$ cat config.mk
export PLATFORM = sky130hd
export DESIGN_NAME = bkms_mod
export DESIGN_NICKNAME = d
export VERILOG_FILES = /design/src/rtl/bottom_k_minhash_sketch_defines.svh /design/src/rtl/bkms_pkg.sv /design/src/rtl/bkms_mod.sv
export SDC_FILE = /design/constraint.sdc
export NUM_CORES = 1
export LEC_CHECK = 0
export BUFFER_PORTS_ARGS = -buffer_cell sky130_fd_sc_hd__buf_2
export CAP_MARGIN = 30
export CORE_UTILIZATION = 35
export DETAILED_ROUTE_END_ITERATION = 8
export GPL_TIMING_DRIVEN = 0
export PLACE_DENSITY = 0.66
export SLEW_MARGIN = 20
export SYNTH_ARGS = -nofsm -noshare
export SYNTH_HDL_FRONTEND = slang
export SYNTH_SLANG_ARGS = --single-unit
$ cat constraint.sdc
create_clock -name clk -period 3.1 [get_ports clk]
set_input_delay 0 -clock clk [delete_from_list [all_inputs] [get_ports clk]]
set_output_delay 0 -clock clk [all_outputs]
set_load 0.02 [all_outputs]
$ cat src/rtl/bottom_k_minhash_sketch_defines.svh
// ----------------------------------------------------------------------------
// Bottom-k sketch assertion macros
// Shared concurrent assertion shorthands, clocked on clk, reset on rst.
// ----------------------------------------------------------------------------
`ifndef BOTTOM_K_MINHASH_SKETCH_DEFINES_SVH
`define BOTTOM_K_MINHASH_SKETCH_DEFINES_SVH

// same-cycle implication
`define BKMS_ASSERT_NOW(label, ante, cons, msg) \
  label: assert property (@(posedge clk) disable iff (rst) (ante) |-> (cons)) \
    else $error(msg);

// next-cycle implication
`define BKMS_ASSERT_NEXT(label, ante, cons, msg) \
  label: assert property (@(posedge clk) disable iff (rst) (ante) |=> (cons)) \
    else $error(msg);

`endif

$ cat src/rtl/bkms_pkg.sv
// ----------------------------------------------------------------------------
// bkms_pkg
// Widths, codes and shared types of the bottom-k sketch store.
// ----------------------------------------------------------------------------
package bkms_pkg;

  localparam int CAPACITY_DEF = 64;
  localparam int VAL_W        = 63;
  localparam int HASH_W       = 64;
  localparam int CNT_W        = 7;
  localparam int STAT_W       = 2;
  localparam int ADDR_W       = 4;
  localparam int DATA_W       = 64;

  localparam logic OP_ADD  = 1'b0;
  localparam logic OP_DUMP = 1'b1;

  localparam logic KIND_ADD  = 1'b0;
  localparam logic KIND_DUMP = 1'b1;

  localparam logic [STAT_W-1:0] ST_INSERTED = 2'd0;
  localparam logic [STAT_W-1:0] ST_DUP      = 2'd1;
  localparam logic [STAT_W-1:0] ST_DROPPED  = 2'd2;
  localparam logic [STAT_W-1:0] ST_EVICTED  = 2'd3;

  localparam logic REG_MODULUS = 1'b0;
  localparam logic REG_SIZE    = 1'b1;

  localparam logic [VAL_W-1:0] MODULUS_RST = {VAL_W{1'b1}};
  localparam logic [CNT_W-1:0] SIZE_RST    = 7'd64;

  typedef struct packed {
    logic             compare;
    logic             insert;
    logic             rotate;
    logic [VAL_W-1:0] res;
    logic [CNT_W-1:0] count;
  } cell_cmd_t;

endpackage

$ cat src/rtl/bkms_mod.sv
// ----------------------------------------------------------------------------
// bkms_mod
// Bit-serial signed residue unit: one restoring step per cycle.
// ----------------------------------------------------------------------------
module bkms_mod import bkms_pkg::*; (
  input  logic              clk,
  input  logic              rst,
  input  logic              start,
  input  logic [HASH_W-1:0] raw,
  input  logic [VAL_W-1:0]  modulus,
  output logic              done,
  output logic [VAL_W-1:0]  res
);

  localparam int STEP_W = $clog2(HASH_W);

  logic              busy;
  logic              fin;
  logic [STEP_W-1:0] step;
  logic [HASH_W-1:0] rem;
  logic [HASH_W-1:0] dvd;
  logic [HASH_W-1:0] p;
  logic              neg;
  logic [HASH_W-1:0] trial;

  assign trial = {rem[HASH_W-2:0], dvd[HASH_W-1]};

  always_ff @(posedge clk) begin
    if (rst) begin
      busy <= 1'b0;
      fin  <= 1'b0;
      done <= 1'b0;
      step <= '0;
    end else begin
      done <= 1'b0;
      if (start) begin
        busy <= 1'b1;
        step <= '0;
      end else if (busy) begin
        step <= step + 1'b1;
        if (step == STEP_W'(HASH_W - 1)) begin
          busy <= 1'b0;
          fin  <= 1'b1;
        end
      end else if (fin) begin
        fin  <= 1'b0;
        done <= 1'b1;
      end
    end
  end

  always_ff @(posedge clk) begin
    if (start) begin
      // zero modulus acts as one
      p   <= (modulus == '0) ? HASH_W'(1) : {1'b0, modulus};
      neg <= raw[HASH_W-1];
      dvd <= raw[HASH_W-1] ? (~raw + 1'b1) : raw;
      rem <= '0;
    end else if (busy) begin
      dvd <= {dvd[HASH_W-2:0], 1'b0};
      rem <= (trial >= p) ? (trial - p) : trial;
    end else if (fin) begin
      res <= (neg && rem != '0) ? VAL_W'(p - rem) : rem[VAL_W-1:0];
    end
  end

endmodule

* Word-level counts from Yosys, hierarchy flattened
Index checks and enable logic that the tools add are counted.
Storage, ports and cells: input port bits 130, register bits 264
Cells by class: multiplexer cells 11, $add $sub $neg 4, $lt $le $gt $ge 1, reduce and logical (&&, ||, !) cells 8, bitwise logic cells 3, equality and inequality tests 2
Operators by type and width (number):
- $mux 64 | 4
- $add 64x1->64 const B | 1
- $ge 64x63->1 | 1
- $not 64->64 | 1
- $reduce_bool 64->1 | 1
- $sub 64x63->64 | 1
- $logic_not 63->1 | 1
- $mux 63 | 1
- $sub 63x63->63 | 1
- $add 6x1->6 const B | 1
- $eq 6x6->1 const B | 1
- $mux 1 | 6
- $reduce_and 3->1 | 1
- $reduce_or 3->1 | 1
- $ne 2x1->1 const B | 1
- $not 1->1 | 2
- $reduce_and 2->1 | 1
- $reduce_bool 2->1 | 1
- $reduce_or 2->1 | 1
- $logic_and 1x1->1 | 1

* Logic depth before layout (Yosys ltp)
depth after elaboration 4, mapped depth 15

* Worst setup path before layout
OpenSTA, ideal clock, no wires.
path type register -> register, from register rem[45], to register res[62] (data pin), arrival 2.908 ns, period minus slack after synthesis 3.180 ns, buffers on the path 1, cell stages (with the launch flop) 13, setup slack -0.080 ns, required time 2.828 ns, cells stage by stage dfxtp_1 -> inv_1 -> ha_1 -> buf_6 -> a21o_1 -> a21o_1 -> a211oi_2 -> o21ai_1 -> or3b_1 -> o31ai_2 -> nor4b_4 -> nor4_1 -> or4b_1
Between the ends: cells in the longest elaborated chain, start to end 3
RTL lines:
- from (decl) | line bkms_mod.sv:20 | logic [HASH_W-1:0] rem;
- from (signal assigned) | line bkms_mod.sv:61 | rem <= (trial >= p) ? (trial - p) : trial;
- parallel branches: the longest is 2 deep, another holds $sub 63x63->63
- $mux 63 * | line bkms_mod.sv:63 | res <= (neg && rem != '0) ? VAL_W'(p - rem) : rem[VAL_W-1:0];
- to (signal assigned) | line bkms_mod.sv:63
- to (decl) | line bkms_mod.sv:12 | output logic [VAL_W-1:0] res
Every way passes the cells marked *. A chain may end at the register's enable or synchronous reset.

* Worst setup path after layout
from register p[0], to register res[36] (data pin)
Between the ends: cells in the longest elaborated chain, start to end 2
RTL lines:
- from (decl) | line bkms_mod.sv:22 | logic [HASH_W-1:0] p;
- from (signal assigned) | line bkms_mod.sv:55 | p <= (modulus == '0) ? HASH_W'(1) : {1'b0, modulus};
- $sub 63x63->63 | line bkms_mod.sv:63
- $mux 63 | line bkms_mod.sv:63
Every way passes these cells.

==> flow_summary.json <==
{
  "grt_pass1_wl_mm": 110,
  "core_area_um2": 56800,
  "areaGrowthSynthToFinish_pct": 38.0,
  "status": "complete, but fails checks",
  "final_cells": 3676,
  "fin_ws_ns": -0.542,
  "rsz0062_at_grt": "yes",
  "viasPerCell": 5.63,
  "clk_latency_ns": 0.57,
  "ys.flop_type": "edfxtp_1",
  "synth.avg_cell_area_um2": 8.34,
  "violations": "negative setup slack",
  "netlist_area_um2": 20300,
  "slew_viol_final": 0,
  "drv_cap": 0,
  "yosys-top-cells-area": "edfxtp_1 28%, ha_1 7.8%, dfxtp_1 7.2%",
  "grtUsageTotal_pct": 23.6,
  "fmax_ghz": 0.275,
  "finalHoldViolCount": 0,
  "initial_core_util_pct": 35.7,
  "placed_area_um2": 22400,
  "tightest_slew_ns": 0.962,
  "ir_drop_v": 0.000465,
  "synth_cells": 2437,
  "cts.sinks": 264,
  "portBuffers": 193,
  "grt_pass1_vias": 19500,
  "finalWirelength_mm": 74.7,
  "cts-buffers-inserted": 36,
  "gp_congestion": 0.981,
  "critical_path.endpoint_type": "flip-flop",
  "finClkSkew_ns": 0.0353,
  "die_y_um": 243,
  "antenna_found_initial": 3,
  "cts.clk_slew.worst_paths_ns": 0.06,
  "slew_headroom_pct": 35.9,
  "dr.pass1.iters": 5,
  "hold_class": "in2reg",
  "dp_hpwl_mm": 52.7,
  "dieArea_um2": 59000,
  "cp.arrival_ns": 3.93,
  "rows": 87,
  "crit_type": "reg2reg",
  "htree_levels": 2,
  "start_kind": "flip-flop",
  "power-per-cell-area_nw_per_um2": 495,
  "cts_tree": "built",
  "cp.required_ns": 3.39,
  "synth_enable_flop_cells": 191,
  "synth_top_area_share_pct": 28.2,
  "dp_cells": 3393,
  "finalCritPeriodShare_pct": 117,
  "yosysTopAreaCell": "edfxtp_1",
  "drc": 0,
  "synth_cell_type_count": 102,
  "post-route-util_pct": 49.3,
  "dieWidth_um": 243,
  "worstPathMaxFanout": 3,
  "layout.nets": 3151,
  "clock_path_buffers": 3,
  "drive_gt1_share_pct": 26.4,
  "syn-num-nets": 2696,
  "drt_iter0_drc": 1820,
  "design_area_um2": 28000,
  "ant_nets": 0,
  "root_buffer": "clkbuf_16",
  "grt_max_degree": 45,
  "min_period_ns": 3.64,
  "wl_per_cell_um": 20.3,
  "hold-worst-slack_ns": 0.240,
  "seq_area_frac_synth_pct": 35.4,
  "setup-violations-final": 84,
  "ys_async_sr_fraction_pct": 0,
  "ys_warn_count": 0,
  "ios": 194,
  "overflow": 0,
  "power_leakage_nw": 10.8,
  "vias": 20700,
  "pre_cts_ws_ns": -1.21,
  "synth-seq-cells": 264
}
[layer usage]
layer | up-vias | wire length (µm) | GRT usage [%]
met5 | - | 13 | 0
met2 | 920 | 34900 | 39.0
met1 | 9850 | 30900 | 30.6
met3 | 194 | 5850 | 3.85
li1 | 9713 | - | -
met4 | 2 | 3130 | 9.43
[worst max-delay path, stage by stage, from the launching register on]
cell and delay (ns):
edfxtp_1 0.43, inv_1 0.09, ha_2 0.18, inv_2 0.04, fa_2 0.35, a21oi_2 0.17
nand4b_1 0.23, a21oi_4 0.11, buf_4 0.15, buf_6 0.11, or3_4 0.36, a31oi_4 0.29
o31ai_4 0.12, a211oi_2 0.33, buf_4 0.17, xor2_1 0.15, o21ai_1 0.08
[registers in the layout (all words and copies together), names as in the netlist]
signal and count:
neg 1, done 1, res 63, fin 1, dvd 64, busy 1, rem 64, step 6
p 63
[layout make-up]
class	count	area (µm²)
diodes	2	5.00
plain buffers	154	746
clock buffers	47	983
clock inverters	17	200
fillers	5304	28800
inverters	161	607
multi-input cells	1830	13700
flip-flops and latches	264	7290
well taps	756	946
repair buffers	445	3590
[cell usage in the layout (no fill, tap or decap), types with 24 or more instances in the layout]
cell type and count:
inv_1 158, o21bai_1 30, nor3_1 24, nand4_1 45, a21oi_2 51, buf_2 197, clkbuf_16 47, nand2_1 200
clkbuf_1 140, dfxtp_1 31, buf_4 74, edfxtp_1 191, a211oi_2 30, xor2_1 105, a21o_1 65, a211oi_1 24
nor2_4 30, o21ai_0 101, nor4_1 33, o21ai_1 43, dlygate4sd3_1 132, buf_6 25, xnor2_1 59, a21oi_1 193
ha_1 91, nand3_1 24, dfxtp_2 27, ha_2 26, nor2_1 223
[path summary, 6_finish.rpt]
| path | start | to | slack (ns) | cells past startpoint |
|---|---|---|---|---|
| max | p[0] | res[36] | -0.54 | 16 |
| min | modulus[23] | p[23] | 0.24 | 3 |
| max reg2reg | p[0] | res[36] | -0.54 | 16 |
| min reg2reg | fin | fin | 0.50 | 2 |
[power breakdown]
| part | total (mW) | switching, mW | internal, mW |
|---|---|---|---|
| registers | 4.40 | 0.273 | 4.12 |
| logic | 5.20 | 2.99 | 2.22 |
| clock network | 4.28 | 1.71 | 2.57 |
| total | 13.9 | 4.97 | 8.92 |
[synthesized netlist by cell type (all sizes together) (5+ instances only)]
master and number:
nand2 218, clkbuf 162, a21o 65, dfxtp 73
a311oi 6, and2 13, o41ai 12, nand4 45
o21bai 30, or4 9, ha 127, inv 161
nor2b 16, a21boi 9, o211ai 14, a31o 5
o22ai 8, a211oi 56, a2111oi 7, a21oi 262
xnor2 63, nor3b 6, a211o 6, a221oi 6
nor4 48, o31ai 31, o21a 18, or2 9
xor2 107, nor2 257, nand4b 7, buf 20
mux2i 14, edfxtp 191, a31oi 16, nor3 34
and3 13, nand3 29, o21ai 163, and4 6
nor4b 6, nand2b 21, or3 18
[timing repair]
| item | CTS | global route |
|---|---|---|
| setup endpoints to repair | 126 | 115 |
| pin swaps | 100 | 131 |
| buffers inserted | 59 | 47 |
| cloned | 1 | 10 |
| resized for setup | 295 | 287 |
| hold buffers | 132 | 0 |
| hold endpoints to repair | 152 | 0 |
[through the flow]
stage	total power [mW]	setup TNS, ns
after floorplan	7.06	-0.0180
after global placement	8.18	-328.37
after detailed placement	8.20	-97.53
after CTS	13.2	-9.35
after global routing	14.5	-34.55
final	13.9	-28.05
[kinds of logic (layout without fill, tap and decap cells)]
kind of cell | after synthesis | in the layout | share of synthesized area (%)
AOI/OAI and AO/OA | 747 | 747 | 23.5
xor gates and xnor gates | 170 | 170 | 7.33
adders and majority gates | 129 | 129 | 8.02
buffers and inverters | 343 | 824 | 6.47
DFF | 264 | 264 | 35.4
muxes | 18 | 18 | 0.912
other | 0 | 2 | 0
and+or+nand+nor | 766 | 766 | 18.3
No activity file was read; power rests on OpenSTA's default activity.
