File: src/rtl/bottom_k_minhash_sketch_defines.svh
// ----------------------------------------------------------------------------
// Bottom-k sketch assertion macros
// Shared concurrent assertion shorthands, clocked on clk, reset on rst.
// ----------------------------------------------------------------------------
`ifndef BOTTOM_K_MINHASH_SKETCH_DEFINES_SVH
`define BOTTOM_K_MINHASH_SKETCH_DEFINES_SVH

// same-cycle implication
`define BKMS_ASSERT_NOW(label, ante, cons, msg) \
  label: assert property (@(posedge clk) disable iff (rst) (ante) |-> (cons)) \
    else $error(msg);

// next-cycle implication
`define BKMS_ASSERT_NEXT(label, ante, cons, msg) \
  label: assert property (@(posedge clk) disable iff (rst) (ante) |=> (cons)) \
    else $error(msg);

`endif

File: src/rtl/bkms_pkg.sv
// ----------------------------------------------------------------------------
// bkms_pkg
// Widths, codes and shared types of the bottom-k sketch store.
// ----------------------------------------------------------------------------
package bkms_pkg;

  localparam int CAPACITY_DEF = 64;
  localparam int VAL_W        = 63;
  localparam int HASH_W       = 64;
  localparam int CNT_W        = 7;
  localparam int STAT_W       = 2;
  localparam int ADDR_W       = 4;
  localparam int DATA_W       = 64;

  localparam logic OP_ADD  = 1'b0;
  localparam logic OP_DUMP = 1'b1;

  localparam logic KIND_ADD  = 1'b0;
  localparam logic KIND_DUMP = 1'b1;

  localparam logic [STAT_W-1:0] ST_INSERTED = 2'd0;
  localparam logic [STAT_W-1:0] ST_DUP      = 2'd1;
  localparam logic [STAT_W-1:0] ST_DROPPED  = 2'd2;
  localparam logic [STAT_W-1:0] ST_EVICTED  = 2'd3;

  localparam logic REG_MODULUS = 1'b0;
  localparam logic REG_SIZE    = 1'b1;

  localparam logic [VAL_W-1:0] MODULUS_RST = {VAL_W{1'b1}};
  localparam logic [CNT_W-1:0] SIZE_RST    = 7'd64;

  typedef struct packed {
    logic             compare;
    logic             insert;
    logic             rotate;
    logic [VAL_W-1:0] res;
    logic [CNT_W-1:0] count;
  } cell_cmd_t;

endpackage

File: src/rtl/bkms_cell.sv
// ----------------------------------------------------------------------------
// bkms_cell
// One slot of the sorted chain: compare, shift-insert, ring rotate.
// ----------------------------------------------------------------------------
module bkms_cell import bkms_pkg::*; #(
  parameter int IDX = 0
) (
  input  logic             clk,
  input  cell_cmd_t        cmd,
  input  logic [VAL_W-1:0] prev_val,
  input  logic             prev_lt,
  input  logic [VAL_W-1:0] next_val,
  output logic [VAL_W-1:0] val,
  output logic             lt,
  output logic             eq,
  output logic             ge
);

  logic occ;
  assign occ = CNT_W'(IDX) < cmd.count;

  always_ff @(posedge clk) begin
    if (cmd.compare) begin
      lt <= occ && (val < cmd.res);
      eq <= occ && (val == cmd.res);
      ge <= occ && !(val < cmd.res);
    end
    if (cmd.insert) begin
      // slot at the insert point takes the residue, slots above shift up
      if (!lt) begin
        val <= prev_lt ? cmd.res : prev_val;
      end
    end else if (cmd.rotate) begin
      val <= next_val;
    end
  end

endmodule

File: config.mk
export PLATFORM = sky130hd
export DESIGN_NAME = bkms_cell
export DESIGN_NICKNAME = d
export VERILOG_FILES = /design/src/rtl/bottom_k_minhash_sketch_defines.svh /design/src/rtl/bkms_pkg.sv /design/src/rtl/bkms_cell.sv
export SDC_FILE = /design/constraint.sdc
export NUM_CORES = 1
export LEC_CHECK = 0
export BUFFER_PORTS_ARGS = -buffer_cell sky130_fd_sc_hd__buf_2
export CAP_MARGIN = 20
export CORE_MARGIN = 2
export CORE_UTILIZATION = 49
export CTS_CLUSTER_SIZE = 12
export DETAILED_ROUTE_END_ITERATION = 12
export GPL_TIMING_DRIVEN = 1
export PLACE_DENSITY_LB_ADDON = 0.1
export SETUP_SLACK_MARGIN = 0.05
export SLEW_MARGIN = 20
export SYNTH_ARGS = -nofsm -noshare
export SYNTH_HDL_FRONTEND = slang
export SYNTH_SLANG_ARGS = --single-unit
File: constraint.sdc
create_clock -name clk -period 10.32 [get_ports clk]
set_input_delay 1.032 -clock clk [delete_from_list [all_inputs] [get_ports clk]]
set_output_delay 1.032 -clock clk [all_outputs]
set_load 0.005 [all_outputs]
After elaboration in Yosys (flattened, before gate mapping). Index checks and enable logic that the tools add are counted.

Register bits: 66. Output and inout port bits: 66. Bits of input ports: 201.

$lt $le $gt $ge: 2. Reductions and logical operators: 6. Muxes and demuxes: 4. Equality and inequality tests: 2.

Operator list (count): 63-bit two-way mux (4); 63-bit == test (1); 63-bit < comparator (1); 1-bit by 7-bit < comparator with 1-bit output, first input constant (1); 1-bit logical AND (3); 2-bit inequality test, second input constant (1); 2-bit AND reduction (1); 2-bit nonzero test (1); 1-bit zero test (1).

Longest topological paths before layout. Gate-level depths: netlist of run 1.

Depth after elaboration: 3. Gate-level depth with buffers: 8. Mapped depth without buffers: 8.

Least setup slack after synthesis of run 1. No wires, ideal clock.

Path kind: input-to-reg. From: input cmd[71] (netlist name). To: register val[0], enable pin. Stages on the path: 3. Setup time: 0.511 ns. Slack: 4.914 ns. Data arrival time: 4.895 ns. Cell sequence: clkbuf_1 -> clkbuf_1 -> mux2i_1.

Cells in the longest elaborated chain, start to end: 2.

RTL lines: start, declared (RTL line bkms_cell.sv:9) `input cell_cmd_t cmd,`; 2-bit inequality test (no source line) / 2-bit nonzero test (equally long branches); 2-bit AND reduction (no source line) (*); end signal, assigned (RTL line bkms_cell.sv:31) `val <= prev_lt ? cmd.res : prev_val;`; end signal, assigned (RTL line bkms_cell.sv:34) `val <= next_val;`; end, declared (RTL line bkms_cell.sv:13) `output logic [VAL_W-1:0] val,`.

Mark *: on every way between the ends. The rest lies on a longest branch, timed or not. A chain may end at the register's enable or synchronous reset.

Final worst setup path of run 1.
From: input cmd[71] (netlist name). To: register val[8], enable pin.

Same word-level chain as after synthesis.

==> metrics.txt, run 1 <==
status finished, final reports clean; worst hold endpoint ge; startpoint types input pin; Arrival @ worst endpoint 3030 ps; most frequent cells in the layout 264 x buf_2, 88 x a21oi_1, 73 x nor2_1; total gr overflow 0; Critical Path RT 10,310 ps; Starting Density 0.504; Tightest Pin Transition 1030 ps; Post-Layout Cell Count 906; hold path start cmd[72]; critical-path cell list buf_4 > mux2i_4 > buf_4; Hold WS 919 ps; max-cap viol count 0; Clock Tree Buf Depth 2; post-synthesis compound-gate area fraction 0.129; Synth Register Bits 66; worst ir drop on vdd 0.0673 mV; worst r2r dst lt; internal power 0.540 mW; Cells after DPL 890; total number of vias 4,678; I/O pin cnt 267; share of cells above drive strength 1 0.369; pin count of the biggest net entering global routing 69; Final WS setup 7280 ps; Reg clk slew, reported paths 70 ps; Rel. slew slack 0.311; R2R Path Start val[61]; ANT cells 0; pre-CTS setup slack 6860 ps; Root Driver clkbuf_8; post-synthesis mux area share 0.131; Final nets 1,032; post-synthesis instance area 4900 µm²; routability congestion estimate 0.800; Seq pwr share 0.449; hold buffers post-CTS 0; Crit path buffers/inverters 2; period utilization 0.294; Global Route Usage Sum 0.248; hold crit path type input pin to flop; DRC viols 0; RSZ-0062 raised after global routing false; delay of the slowest cell on the worst path 900 ps; Worst Hold Depth 1; Std-Cell Rows 36; combinational share of power 0.276; first-iteration detailed-routing DRC count 186; post-synthesis cell type count 33; P_sw 0.226 mW; Yosys warnings 0; via/cell ratio 5.16; Crit path max-delay family buffers and inverters; Worst Reg-to-Reg Cells 7; core box area 9730 µm²; clock latency on the worst-skew pair 340 ps; initial antenna violation count 0; Setup Crit Path Kind input pin to flop; LEAKAGE 3.39 nW; Final Setup Violations 0; drt first pass iters 4; Reg2Reg Setup Slack 8050 ps; clk sinks 66; antenna viol nets, final 0; vias in the first global route 4,767; largest family of logic cells by synthesized area adder cells; Hold Vio Cnt, Final 0; H-tree depth 3; die height 104 µm; CTS tree yes; cell repeated most along the worst path buf_4; post-layout min period 3040 ps; XOR/XNOR share of the synthesized area 0; Post-Synth Adder-Cell Area 0.161; Worst Skew 6.93 ps; PostCTS Resize Cnt 0; Total Wirelength 13.4 mm; net switching share of the total power 0.295; Clock power frac 0.275; WL/cell 14.7 µm; PwrDens 117 nW/µm²; Levels on crit path 3; I/O Buffers 266; first-pass GRT wire length 21.6 mm; post-route setup TNS 0 ps; hpwl dp 10.7 mm; commonest non-fill, non-tap cell in the layout buf_2; Crit. End Element flop; Peak Freq 329 MHz; Slowest cell on crit path mux2i_4; post-synthesis simple-gate area fraction 0.108; Mean Syn Cell Area 9.62 µm²; Mapped Cells 510; cts bufs inserted 9; CP max FO 60; Die ar. 10,800 µm²; layout overhead on the synthesized area 33.1%; syn nets 774; fillers 840; Die W 104 µm; # Post-CTS Setup Buffers 0; Seq/Total Area, Yosys 0.404; final slew viol count 0
-- cell families after synthesis --
logic type | after synthesis
AO/OA/AOI/OAI | 116
flip-flops | 66
buffers and inverters | 86
multiplexers | 64
AND/OR/NAND/NOR | 115
adder cells (fa/ha/maj) | 63
-- metrics by stage --
stage | total power [mW] | utilization | instance area [µm²]
final | 0.766 | 0.671 | 6530
after global routing | 0.807 | 0.671 | 6530
after CTS | 0.770 | 0.671 | 6530
after detailed placement | 0.561 | 0.653 | 6350
after global placement | 0.552 | 0.653 | 6350
after floorplan | 0.464 | - | 4900
-- final cells by class --
class / instances / area [µm²] / area share
multi-input cells: 358 / 2610 / 0.399
clock buffers: 12 / 135 / 0.0207
repair buffers: 268 / 1350 / 0.207
inverters: 65 / 244 / 0.0374
well taps: 133 / 166 / 0.0255
clock inverters: 4 / 42.5 / 0.00652
flip-flops and latches: 66 / 1980 / 0.304
-- how the worst max path moves through the flow --
stage	from	endpoint	slack [ps]
2_1_floorplan	cmd[71]	val[0]	4910
3_3_place_gp	cmd[71]	val[57]	6940
3_5_place_dp	cmd[71]	val[7]	6860
4_1_cts	cmd[71]	val[57]	7230
5_1_grt	cmd[71]	val[14]	7100
6_report	cmd[71]	val[8]	7280
-- power by group through the flow --
| stage | logic, mW | registers (mW) | clock network (mW) |
|---|---|---|---|
| 2_1_floorplan | 0.110 | 0.353 | 0 |
| 3_3_place_gp | 0.204 | 0.348 | 0 |
| 3_5_place_dp | 0.211 | 0.350 | 0 |
| 4_1_cts | 0.214 | 0.344 | 0.212 |
| 5_1_grt | 0.239 | 0.347 | 0.221 |
| 6_report | 0.211 | 0.344 | 0.211 |
-- state kept, by name, summed over array words and instances (netlist names) --
register  cells
val          63
ge            1
lt            1
eq            1
-- synthesized netlist by cell type --
| master | n | area (µm²) |
|---|---|---|
| nor4_2 | 1 | 12.5 |
| o21a_1 | 1 | 7.51 |
| nand4_2 | 2 | 25.0 |
| nor4_1 | 2 | 12.5 |
| nor3_1 | 3 | 15.0 |
| o22ai_1 | 1 | 6.26 |
| a221o_1 | 1 | 10.0 |
| mux2i_1 | 64 | 641 |
| buf_1 | 3 | 11.3 |
| o21ai_0 | 7 | 35.0 |
| a211oi_1 | 4 | 30.0 |
| nand4_1 | 7 | 43.8 |
| inv_1 | 65 | 244 |
| and4b_1 | 1 | 10.0 |
| nor2_1 | 73 | 274 |
| edfxtp_1 | 66 | 1980 |
| nand2_1 | 15 | 56.3 |
| buf_2 | 6 | 30.0 |
| ha_1 | 63 | 788 |
| nand3_1 | 7 | 35.0 |
| o31ai_1 | 2 | 15.0 |
| o211ai_1 | 2 | 15.0 |
| nor4_4 | 1 | 21.3 |
| nand3b_1 | 1 | 7.51 |
| a21boi_0 | 1 | 7.51 |
| and3b_1 | 1 | 8.76 |
| o21bai_2 | 1 | 11.3 |
| or4_1 | 1 | 7.51 |
| o21ai_1 | 2 | 10.0 |
| a221oi_1 | 1 | 8.76 |
| a21oi_1 | 88 | 440 |
| a21o_1 | 5 | 37.5 |
| clkbuf_1 | 12 | 45.0 |
-- per-layer routing --
metal	global-route usage	wire length (µm)
met1	0.264	5140
met2	0.473	7060
met3	0.0520	870
met4	0.100	288
met5	0	0
Note: power is estimated with default switching activity, not from simulation.
==> run 2, diff against run 1 <==
--- a/config.mk
+++ b/config.mk
@@ -8,7 +8,7 @@
 export BUFFER_PORTS_ARGS = -buffer_cell sky130_fd_sc_hd__buf_2
 export CAP_MARGIN = 20
 export CORE_MARGIN = 2
-export CORE_UTILIZATION = 49
+export CORE_UTILIZATION = 41
 export CTS_CLUSTER_SIZE = 12
 export DETAILED_ROUTE_END_ITERATION = 12
 export GPL_TIMING_DRIVEN = 1
==> constraint.sdc (replaced) <==
create_clock -name clk -period 2.5 [get_ports clk]
set_input_delay 0.25 -clock clk [delete_from_list [all_inputs] [get_ports clk]]
set_output_delay 0.25 -clock clk [all_outputs]
set_load 0.005 [all_outputs]
==> run 2 against run 1 <==
Effect of this change:
- core utilization down 9.3 points
- clock skew up 0.88 ps
- flip-flop and latch count unchanged
- global-route usage down 4.7 points
- first-iteration DRC count down 30%
- hold slack worse by 750 ps
- critical path depth up 4
- sequential share of layout area down 0.73 points
- clock-buffer cell count down 2
- design area up 2.5%
- die area up 19%
- non-clock buffer count up 2
==> metrics.txt, run 2 (synthesis gave the netlist of run 1 again) <==
status finished, final reports clean; post-route setup TNS 0 ps (unchanged); cts bufs inserted 9 (unchanged); Cells after DPL 902 (+1.3%); WL/cell 14.2 µm (-3.8%); Rel. slew slack 0.634 (+0.323); H-tree depth 3 (unchanged); Peak Freq 460 MHz; internal power 2.54 mW (+370%); most frequent cells in the layout 264 x buf_2, 88 x a21oi_1, 73 x nor2_1; Reg2Reg Setup Slack 330 ps (-7720 ps); Clock power frac 0.348 (+0.073); worst r2r dst lt; flip-flop count of the largest register after layout 63 (unchanged); Total Wirelength 13.0 mm (-2.5%); vias in the first global route 4,629 (-2.9%); PostCTS Resize Cnt 0 (unchanged); RSZ-0062 raised after global routing false; clk sinks 66 (unchanged); layout overhead on the synthesized area 36.4%; Seq pwr share 0.405 (-0.044); post-layout min period 2170 ps; I/O pin cnt 267 (unchanged); net switching share of the total power 0.275 (-0.0206); Std-Cell Rows 39 (+8.3%); met2 WL post-DR 6.91 mm (-2.2%); Die ar. 12,900 µm² (+19%); total gr overflow 0 (unchanged); first-iteration detailed-routing DRC count 130 (-30%); Slowest cell on crit path nor4_1; pin count of the biggest net entering global routing 127 (+84%); worst setup path end lt; DRC viols 0 (unchanged); PwrDens 524 nW/µm² (+350%); delay of the slowest cell on the worst path 410 ps (-490 ps); Final nets 1,034 (+0.19%); die height 113 µm (+9.0%); combinational share of power 0.248 (-0.028); commonest non-fill, non-tap cell in the layout buf_2; max-cap viol count 0 (unchanged); Final Setup Violations 0 (unchanged); Worst Reg-to-Reg Cells 7 (unchanged); Crit. End Element flop; Critical Path RT 2580 ps (-7730 ps); Global Route Usage Sum 0.201 (-0.0473); hold crit path type input pin to flop; fillers 1,072 (+28%); FF+latch area 1980 µm² (unchanged); via/cell ratio 4.98 (-3.6%); worst ir drop on vdd 0.296 mV (+340%); CTS tree yes; Starting Density 0.424 (-0.0800); hold buffers post-CTS 0 (unchanged); Clock Tree Buf Depth 2 (unchanged); Top Metal Used met4; share of cells above drive strength 1 0.373 (+0.00421); Root Driver clkbuf_16; Arrival @ worst endpoint 2250 ps (-780 ps); Die W 113 µm (+9.0%); Tightest Pin Transition 544 ps (-490 ps); Post-Layout Cell Count 918 (+1.3%); routability congestion estimate 0.791 (-1.1%); Hold Vio Cnt, Final 0 (unchanged); Worst Skew 7.81 ps (+0.880 ps); period utilization 0.869; drt first pass iters 6 (+2); final slew viol count 0 (unchanged); LEAKAGE 3.45 nW (+1.9%); CP max FO 3 (-95%); most flop-heavy register val; startpoint types flop; I/O Buffers 266 (unchanged); clock latency on the worst-skew pair 320 ps (-20 ps); Reg clk slew, reported paths 60 ps (about the same); Setup Crit Path Kind flop to flop; total number of vias 4,568 (-2.4%); initial antenna violation count 0 (unchanged); hpwl dp 10.7 mm (-0.30%); first-pass GRT wire length 20.7 mm (-4.2%); core box area 11,600 µm² (+19%); critical-path cell list ha_1 > nand3_1 > nor4_1 > nand2_1 > o211ai_1 > a21oi_1 > and3b_1; P_sw 0.963 mW (+330%); ANT cells 0 (unchanged); Met3 Wirelength 809 µm (-7.0%); R2R Path Start val[61]; M1 wire length 5.08 mm (-1.2%); # Post-CTS Setup Buffers 0 (unchanged); antenna viol nets, final 0 (unchanged); Setup crit start val[61]; area of the multi-input gates 2610 µm² (unchanged)
## run 2: changes by cell type in the layout (fill, tap and decap cells not counted), sizes merged
cell	change
buf	+2
clkbuf	-2
clkinvlp	+2
## run 2: how the worst min path moves through the flow
stage / to / from / depth (start not counted) / slack (ps)
final: lt / cmd[72] / 1 / 170
after global routing: lt / cmd[72] / 1 / 160
after CTS: lt / cmd[72] / 1 / 160
after detailed placement: eq / cmd[72] / 1 / 500
after global placement: eq / cmd[72] / 1 / 490
after floorplan: eq / cmd[72] / 0 / 360
## run 2: per-stage QoR
stage | hold WS, ps | setup WS (ps) | power, mW | util | area [µm²]
2_1_floorplan | 362 | 65.8 | 1.91 | - | 4920
3_3_place_gp | 491 | 359 | 2.29 | 0.554 | 6400
3_5_place_dp | 501 | 289 | 2.32 | 0.554 | 6400
4_1_cts | 160 | 251 | 3.56 | 0.578 | 6690
5_1_grt | 161 | 129 | 3.71 | 0.578 | 6690
6_report | 167 | 326 | 3.51 | 0.578 | 6690
## run 2: final cells by class
cell class | count | share of cell area
clock inverters | 6 | 0.00861
repair buffers | 270 | 0.208
clock buffers | 10 | 0.0342
flip-flops and latches | 66 | 0.296
inverters | 65 | 0.0365
well taps | 143 | 0.0268
multi-input cells | 358 | 0.390
## run 2: routing by layer
metal  vias up  track usage
met1      2043        0.216
met2       159        0.387
li1       2350            -
met5         -            0
met4         0       0.0659
met3        16       0.0452
## run 2: critical path: cells and delay by family (launching register included)
kind	cells	cell delay [ps]
fa+ha+maj	1	310
compound gates	2	360
simple gates	4	890
flops	1	380
## run 2: power by group through the flow
stage | Combinational (mW) | Sequential (mW) | Clock (mW)
6_report | 0.868 | 1.42 | 1.22
5_1_grt | 0.985 | 1.43 | 1.30
3_5_place_dp | 0.880 | 1.44 | 0
4_1_cts | 0.885 | 1.42 | 1.25
3_3_place_gp | 0.858 | 1.44 | 0
2_1_floorplan | 0.459 | 1.45 | 0
